<file path="src/sli_pkg.sv">
// ----------------------------------------------------------------------------
// sli_pkg
// Command and status codes and field widths for the sorted insertion list.
// ----------------------------------------------------------------------------
package sli_pkg;

  // field widths fixed by the item format
  localparam int CMD_W  = 2;
  localparam int DATA_W = 32;
  localparam int POS_W  = 5;
  localparam int STAT_W = 2;
  localparam int CNT_W  = 5;

  // command codes
  localparam logic [CMD_W-1:0] CMD_INSERT = 2'd0;
  localparam logic [CMD_W-1:0] CMD_REMOVE = 2'd1;
  localparam logic [CMD_W-1:0] CMD_READ   = 2'd2;

  // status codes
  localparam logic [STAT_W-1:0] ST_OK     = 2'd0;
  localparam logic [STAT_W-1:0] ST_FULL   = 2'd1;
  localparam logic [STAT_W-1:0] ST_EMPTY  = 2'd2;
  localparam logic [STAT_W-1:0] ST_BADPOS = 2'd3;

endpackage

</file>
<file path="src/sli_ram.sv">
// ----------------------------------------------------------------------------
// sli_ram
// Generic single-write, single-read RAM with a registered read port.
// ----------------------------------------------------------------------------
module sli_ram #(
  parameter int WIDTH = 32,
  parameter int DEPTH = 16
) (
  input  logic                     clk,
  input  logic                     wr_en,
  input  logic [$clog2(DEPTH)-1:0] wr_addr,
  input  logic [WIDTH-1:0]         wr_data,
  input  logic                     rd_en,
  input  logic [$clog2(DEPTH)-1:0] rd_addr,
  output logic [WIDTH-1:0]         rd_data
);

  logic [WIDTH-1:0] mem [DEPTH];
  logic [WIDTH-1:0] rd_data_r;

  // write port
  always_ff @(posedge clk) begin
    if (wr_en) begin
      mem[wr_addr] <= wr_data;
    end
  end

  // registered read port
  always_ff @(posedge clk) begin
    if (rd_en) begin
      rd_data_r <= mem[rd_addr];
    end
  end

  assign rd_data = rd_data_r;

endmodule

</file>
<file path="src/sorted_list_insert_remove.sv">
// ----------------------------------------------------------------------------
// sorted_list_insert_remove
// Bounded ascending list of signed 32-bit values held in one entry RAM.
// ----------------------------------------------------------------------------
//   channel | direction | ports                                   | flow
//   in      | input     | in_command, in_value, in_position       | valid/stall
//   out     | output    | out_status, out_element, out_count      | valid/stall
//
// One item is in work at a time; in_stall is high from the transfer until
// its result is placed in the output register.
// Insert moves each entry greater than the value up one place, one entry at a
// time; remove moves each entry after the position down one place; read
// fetches one entry; refused or ignored items go straight to the result state.
// The single read port and its registered read set the pace of each item.
// Reset clears the fill count and the handshake state; entries need no clear.
// A stalled result holds in the output register while the next item is taken.
// ----------------------------------------------------------------------------
module sorted_list_insert_remove
  import sli_pkg::*;
#(
  parameter int CAPACITY = 16
) (
  input  logic                     clk,
  input  logic                     rst_n,
  // input channel
  input  logic                     in_valid,
  output logic                     in_stall,
  input  logic [CMD_W-1:0]         in_command,
  input  logic signed [DATA_W-1:0] in_value,
  input  logic [POS_W-1:0]         in_position,
  // result channel
  output logic                     out_valid,
  input  logic                     out_stall,
  output logic [STAT_W-1:0]        out_status,
  output logic signed [DATA_W-1:0] out_element,
  output logic [CNT_W-1:0]         out_count
);

  localparam int AW  = $clog2(CAPACITY);
  localparam int CW  = $clog2(CAPACITY + 1);
  localparam int PCW = (CW > POS_W) ? CW : POS_W;
  localparam logic [CW-1:0] CAP_CNT = CW'(CAPACITY);

  typedef enum logic [3:0] {
    S_IDLE,
    S_INS_RD,
    S_INS_CMP,
    S_INS_PUT,
    S_GET_RD,
    S_GET_CAP,
    S_SH_RD,
    S_SH_WR,
    S_OUT
  } state_t;

  state_t                     state_r;
  logic [CMD_W-1:0]           cmd_r;
  logic signed [DATA_W-1:0]   val_r;
  logic [AW-1:0]              ptr_r;
  logic [CW-1:0]              cnt_r;
  logic [STAT_W-1:0]          res_status_r;
  logic [DATA_W-1:0]          res_elem_r;
  logic                       out_valid_r;
  logic [STAT_W-1:0]          out_status_r;
  logic [DATA_W-1:0]          out_element_r;
  logic [CNT_W-1:0]           out_count_r;

  logic                       in_xfer;
  logic                       out_load;
  logic [PCW-1:0]             pos_ext;
  logic [PCW-1:0]             cnt_ext;
  logic                       pos_bad;
  logic [AW-1:0]              pos_idx;
  logic                       ptr_last;
  logic                       rd_greater;

  logic                       wr_en;
  logic [AW-1:0]              wr_addr;
  logic [DATA_W-1:0]          wr_data;
  logic                       rd_en;
  logic [DATA_W-1:0]          rd_data;

  // handshake
  assign in_stall = (state_r != S_IDLE);
  assign in_xfer  = in_valid && !in_stall;
  assign out_load = (state_r == S_OUT) && (!out_valid_r || !out_stall);

  // position checks against the current fill
  assign pos_ext    = PCW'(in_position);
  assign cnt_ext    = PCW'(cnt_r);
  assign pos_bad    = (pos_ext == '0) || (pos_ext > cnt_ext);
  assign pos_idx    = AW'(pos_ext - PCW'(1));
  assign ptr_last   = ((CW'(ptr_r) + CW'(1)) == cnt_r);
  assign rd_greater = ($signed(rd_data) > val_r);

  // entry memory access per state
  always_comb begin
    wr_en   = 1'b0;
    wr_addr = ptr_r;
    wr_data = val_r;
    rd_en   = 1'b0;
    case (state_r)
      S_INS_RD, S_GET_RD, S_SH_RD: begin
        rd_en = 1'b1;
      end
      S_INS_CMP: begin
        wr_en   = 1'b1;
        wr_addr = ptr_r + AW'(1);
        wr_data = rd_greater ? rd_data : val_r;
      end
      S_INS_PUT: begin
        wr_en = 1'b1;
      end
      S_SH_WR: begin
        wr_en   = 1'b1;
        wr_addr = ptr_r - AW'(1);
        wr_data = rd_data;
      end
      default: begin
        wr_en = 1'b0;
      end
    endcase
  end

  sli_ram #(
    .WIDTH (DATA_W),
    .DEPTH (CAPACITY)
  ) u_entries (
    .clk     (clk),
    .wr_en   (wr_en),
    .wr_addr (wr_addr),
    .wr_data (wr_data),
    .rd_en   (rd_en),
    .rd_addr (ptr_r),
    .rd_data (rd_data)
  );

  // sequencer, fill count and output register
  always_ff @(posedge clk) begin
    if (!rst_n) begin
      state_r     <= S_IDLE;
      cnt_r       <= '0;
      out_valid_r <= 1'b0;
    end else begin
      if (out_valid_r && !out_stall && !out_load) begin
        out_valid_r <= 1'b0;
      end
      case (state_r)
        S_IDLE: begin
          if (in_xfer) begin
            cmd_r      <= in_command;
            val_r      <= in_value;
            res_elem_r <= '0;
            case (in_command)
              CMD_INSERT: begin
                if (cnt_r == CAP_CNT) begin
                  res_status_r <= ST_FULL;
                  state_r      <= S_OUT;
                end else if (cnt_r == '0) begin
                  res_status_r <= ST_OK;
                  ptr_r        <= '0;
                  state_r      <= S_INS_PUT;
                end else begin
                  res_status_r <= ST_OK;
                  ptr_r        <= AW'(cnt_r - CW'(1));
                  state_r      <= S_INS_RD;
                end
              end
              CMD_REMOVE, CMD_READ: begin
                if (cnt_r == '0) begin
                  res_status_r <= ST_EMPTY;
                  state_r      <= S_OUT;
                end else if (pos_bad) begin
                  res_status_r <= ST_BADPOS;
                  state_r      <= S_OUT;
                end else begin
                  res_status_r <= ST_OK;
                  ptr_r        <= pos_idx;
                  state_r      <= S_GET_RD;
                end
              end
              default: begin
                res_status_r <= ST_OK;
                state_r      <= S_OUT;
              end
            endcase
          end
        end
        S_INS_RD: begin
          state_r <= S_INS_CMP;
        end
        // greater entries move up one place; stop at the first not greater
        S_INS_CMP: begin
          if (rd_greater) begin
            if (ptr_r == '0) begin
              state_r <= S_INS_PUT;
            end else begin
              ptr_r   <= ptr_r - AW'(1);
              state_r <= S_INS_RD;
            end
          end else begin
            cnt_r   <= cnt_r + CW'(1);
            state_r <= S_OUT;
          end
        end
        S_INS_PUT: begin
          cnt_r   <= cnt_r + CW'(1);
          state_r <= S_OUT;
        end
        S_GET_RD: begin
          state_r <= S_GET_CAP;
        end
        S_GET_CAP: begin
          res_elem_r <= rd_data;
          if (cmd_r == CMD_READ) begin
            state_r <= S_OUT;
          end else if (ptr_last) begin
            cnt_r   <= cnt_r - CW'(1);
            state_r <= S_OUT;
          end else begin
            ptr_r   <= ptr_r + AW'(1);
            state_r <= S_SH_RD;
          end
        end
        S_SH_RD: begin
          state_r <= S_SH_WR;
        end
        // close the gap one entry at a time
        S_SH_WR: begin
          if (ptr_last) begin
            cnt_r   <= cnt_r - CW'(1);
            state_r <= S_OUT;
          end else begin
            ptr_r   <= ptr_r + AW'(1);
            state_r <= S_SH_RD;
          end
        end
        S_OUT: begin
          if (out_load) begin
            out_valid_r   <= 1'b1;
            out_status_r  <= res_status_r;
            out_element_r <= res_elem_r;
            out_count_r   <= CNT_W'(cnt_r);
            state_r       <= S_IDLE;
          end
        end
        default: begin
          state_r <= S_IDLE;
        end
      endcase
    end
  end

  assign out_valid   = out_valid_r;
  assign out_status  = out_status_r;
  assign out_element = out_element_r;
  assign out_count   = out_count_r;

  // fill never passes the capacity
  a_cnt_bound: assert property (@(posedge clk) disable iff (!rst_n)
    cnt_r <= CAP_CNT)
    else $error("fill count above capacity");

  // the entry sequencing never reads and writes in one cycle
  a_no_rw_overlap: assert property (@(posedge clk) disable iff (!rst_n)
    !(wr_en && rd_en))
    else $error("entry read and write in the same cycle");

  // an input transfer always blocks further transfers until the result is out
  a_busy_after_xfer: assert property (@(posedge clk) disable iff (!rst_n)
    in_xfer |=> in_stall)
    else $error("input taken while an item is in work");

  // the fill count only moves when an item finishes
  a_cnt_moves_at_end: assert property (@(posedge clk) disable iff (!rst_n)
    (cnt_r != $past(cnt_r)) |-> (state_r == S_OUT))
    else $error("fill count changed mid-item");

  // a result is loaded only from the result state
  a_load_from_out: assert property (@(posedge clk) disable iff (!rst_n)
    $rose(out_valid_r) |-> ($past(state_r) == S_OUT))
    else $error("result presented outside the result state");

endmodule

</file>
<file path="config.mk">
export PLATFORM = sky130hd
export DESIGN_NAME = sorted_list_insert_remove
export DESIGN_NICKNAME = d
export VERILOG_FILES = /design/src/sli_pkg.sv /design/src/sli_ram.sv /design/src/sorted_list_insert_remove.sv
export SDC_FILE = /design/constraint.sdc
export NUM_CORES = 1
export LEC_CHECK = 0
export BUFFER_PORTS_ARGS = -buffer_cell sky130_fd_sc_hd__buf_2
export CORE_UTILIZATION = 40
export DETAILED_ROUTE_END_ITERATION = 8
export HOLD_SLACK_MARGIN = 0.05
export MAX_ROUTING_LAYER = met4
export SLEW_MARGIN = 10
export SYNTH_ARGS = -nofsm -noshare
export SYNTH_HDL_FRONTEND = slang
export SYNTH_HIERARCHICAL = 1
export SYNTH_SLANG_ARGS = --single-unit
</file>
<file path="constraint.sdc">
create_clock -name clk -period 12.4 [get_ports clk]
set_input_delay 2.48 -clock clk [delete_from_list [all_inputs] [get_ports clk]]
set_output_delay 2.48 -clock clk [all_outputs]
set_load 0.1 [all_outputs]
</file>
==> metrics.log <==
INFO  metric timing.critical_path.fanout_max = 15
INFO  metric synth_compound_area_share = 3.89%
INFO  metric synth_simple_gate_area_share = 3.96%
INFO  metric number_of_distinct_library_cells_after_synthesis = 56
INFO  metric finalHoldViolCount = 0
INFO  metric synth.avg_cell_area = 19.5 µm²
INFO  metric tns = 0 ps
INFO  metric synth_async_sr_flop_share = 0%
INFO  metric antenna_violations_before_repair = 2
INFO  metric synthesis.nets = 1451
INFO  metric outcome = finished, final reports clean
INFO  metric std_cell_rows = 94
INFO  metric final_layout_size_suffix_gt1_share = 26.1%
INFO  metric fin_skew = 27.4 ps
INFO  metric synth.yosys.seq_area_share = 74.8%
INFO  metric timing.final.ws_setup = 7600 ps
INFO  metric start_util = 40.4%
INFO  metric setup_viol_count_final = 0
INFO  metric synth.top_cell.area_share = 74.0%
INFO  metric max-vdd-ir-drop = 0.102 mV
INFO  metric critical_path.slowest_cell = or3_1
INFO  metric crit_path_cell_trace = or3_1, nor2_1, inv_1, buf_2
INFO  metric yosys_warnings = 6
INFO  metric critical_path_arrival = 2320 ps
INFO  metric drtIter0Drc = 1220
INFO  metric synth_top_family_by_area = multiplexers
INFO  metric cts_inserted_buffers = 69
INFO  metric layout.core_utilization = 46.1%
INFO  metric design_area = 30300 µm²
INFO  metric worst_setup_hold_path_clk_slew = 60 ps
INFO  metric grt_start_max_net_pins = 137
INFO  metric fin_crit = 4800 ps
INFO  metric route.antenna.remaining_nets = 0
INFO  metric hold_path_class = register to register
INFO  metric maxSlewHeadroom = 14.1%
INFO  metric post_synth_instance_area = 26600 µm²
INFO  metric layout_common_cells = edfxtp_1 (655), mux4_2 (128), buf_2 (83), nand2_1 (73), clkbuf_16 (70)
INFO  metric cts-htree-levels = 3
INFO  metric clock.fmax = 208 MHz
INFO  metric p_clk_share = 41.5%
INFO  metric place.port_buffers = 83
INFO  metric timing.setup.critical_path_class = register to output port
INFO  metric power.share.sequential = 52.3%
INFO  metric dpl_worst_slack = 7180 ps
INFO  metric synth_top_cell_by_area = edfxtp_1
INFO  metric wire_per_inst = 24.9 µm
INFO  metric p_int = 3760 µW
INFO  metric globalRouteTotalUtil = 18.7%
INFO  metric placeableCoreArea = 65700 µm²
INFO  metric clockRootBuffer = clkbuf_16
INFO  metric floorplan.die.width = 260 µm
INFO  metric tritoncts = yes
INFO  metric total_power_per_unit_cell_area = 159 nW/µm²
INFO  metric timing.final.crit_share = 38.7%
INFO  metric dpl-instance-area = 28100 µm²
INFO  metric ioPinCount = 84
INFO  metric leakage = 0.0100 µW
INFO  metric filler_cell_count = 5470
INFO  metric detail_route.drc_violations = 0
INFO  metric hold_ws = 417 ps
INFO  metric final_max_slew_viol_count = 0
INFO  metric die_h = 260 µm
INFO  metric routed-via-count = 13220
INFO  metric nets = 1572
INFO  metric cts-root-to-sink-buffers = 3
INFO  metric number_of_clock_sinks_seen_by_cts = 665
INFO  metric first_pass_iters = 5
INFO  metric post_drt_via_cell_ratio = 5.51
INFO  metric clk_latency = 620 ps
INFO  metric layout.cells.most_common = edfxtp_1
INFO  metric comb_power_share = 6.3%
INFO  metric dp_hpwl = 32.1 mm
INFO  metric synth_cells = 1361
INFO  metric holdBufCountCts = 0
INFO  metric p_sw_share = 22.1%
INFO  metric endpoint_kind = output port
INFO  metric cts_post_setup_buffers_inserted = 0
INFO  metric grt.overflow.total = 0
INFO  metric switchingPower = 1070 µW
INFO  metric max_cap_violations = 0
INFO  metric floorplan.die_area = 67400 µm²
INFO  metric synth_enable_flop_cells = 655
INFO  metric yosys_most_used_dff = edfxtp_1
INFO  metric cp.required = 9920 ps
INFO  metric post_cts_resize_count = 0
INFO  metric startpoint_class_of_the_critical_path = register
INFO  metric timing_worst_slew_pin_value = 1290 ps
INFO  metric synth.top_cells.by_area = edfxtp_1 (74%), mux4_2 (11%), ha_1 (2.2%), a22oi_1 (1.8%), mux2_4 (1.7%)
INFO  metric yosys.area_share.adder = 2.21%
INFO  metric grt_setup_unrepaired = no
INFO  metric postSynthRegisterBits = 665
INFO  metric grt_first_pass_wirelength = 88.5 mm
INFO  metric synth.area.mux_share = 12.8%
INFO  metric critical_path.max_stage_delay = 490 ps
INFO  metric globalplace.congestion = 0.828
INFO  metric synth-xor-area-share = 0.396%
INFO  metric drt-total-wl = 59.8 mm
INFO  metric grt_pass1_vias = 13582
INFO  metric area_growth_syn_to_layout = 14.2%
-- path summary, 6_finish.rpt --
path	from	endpoint	slack (ps)	cells past startpoint
min	res_elem_r[14]	out_element[14]	420	0
min reg2reg	res_elem_r[14]	out_element[14]	420	0
max reg2reg	val_r[31]	u_entries/mem[1][28]	7970	8
max	state_r[1]	in_stall	7600	4
-- registers in the layout (all words and copies together), names as in the netlist --
| signal | cells |
|---|---|
| out_valid | 1 |
| u_entries/rd_data | 32 |
| out_element | 32 |
| cmd_r | 2 |
| state_r | 4 |
| out_status | 2 |
| res_status_r | 2 |
| cnt_ext | 5 |
| out_count | 5 |
| ptr_r | 4 |
| res_elem_r | 32 |
| u_entries/mem | 512 |
| val_r | 32 |
-- metrics by stage --
stage          std cells  total power [µW]
2_1_floorplan       1361              2780
3_3_place_gp        2275              2870
3_5_place_dp        2275              2880
4_1_cts             2398              4880
5_1_grt             2399              4990
6_report            2401              4830
-- cell families after synthesis --
logic type,Yosys count
XOR/XNOR,12
adder cells (fa/ha/maj),47
AO/OA/AOI/OAI,148
flip-flops,665
AND/OR/NAND/NOR,213
buffers and inverters,111
multiplexers,165
-- synth_stat cells (11+ instances only) --
library cell / n
inv_1: 48
buf_1: 12
clkbuf_1: 31
nor3_1: 13
ha_1: 47
edfxtp_1: 655
nand2_1: 73
o21ai_0: 11
mux2_4: 30
nor2_1: 39
and2_1: 33
a22oi_1: 65
a21oi_1: 37
mux4_2: 128
-- cell type report --
| cell class | instances | area, µm² | share of cell area (%) |
|---|---|---|---|
| multi-input combinational | 585 | 6350 | 20.9 |
| inverter | 48 | 180 | 0.594 |
| sequential | 665 | 19900 | 65.5 |
| clock buffer | 90 | 1830 | 6.02 |
| clock inverter | 33 | 353 | 1.16 |
| tap | 864 | 1080 | 3.56 |
| timing repair buffer | 113 | 666 | 2.19 |
| antenna | 3 | 7.51 | 0.0247 |
-- power groups by stage --
stage	registers (µW)	logic, µW	clock network, µW
after floorplan	2600	184	0
after global placement	2570	299	0
after detailed placement	2570	305	0
after CTS	2530	306	2050
after global routing	2530	327	2130
final	2530	302	2000
-- metal layers --
layer,vias to the layer above,global-route usage [%],part of all wire [%]
met5,-,-,0
met4,0,4.67,1.9
li1,5759,-,-
met3,86,3.40,6.0
met1,6981,25.9,45
met2,394,28.5,47
-- critical path: cells and delay by family, from the launching register on --
kind	cells	cell delay [ps]
AND/OR/NAND/NOR	2	800
buffers and inverters	2	440
flip-flops	1	470
Power figures use the tool's default switching activity.
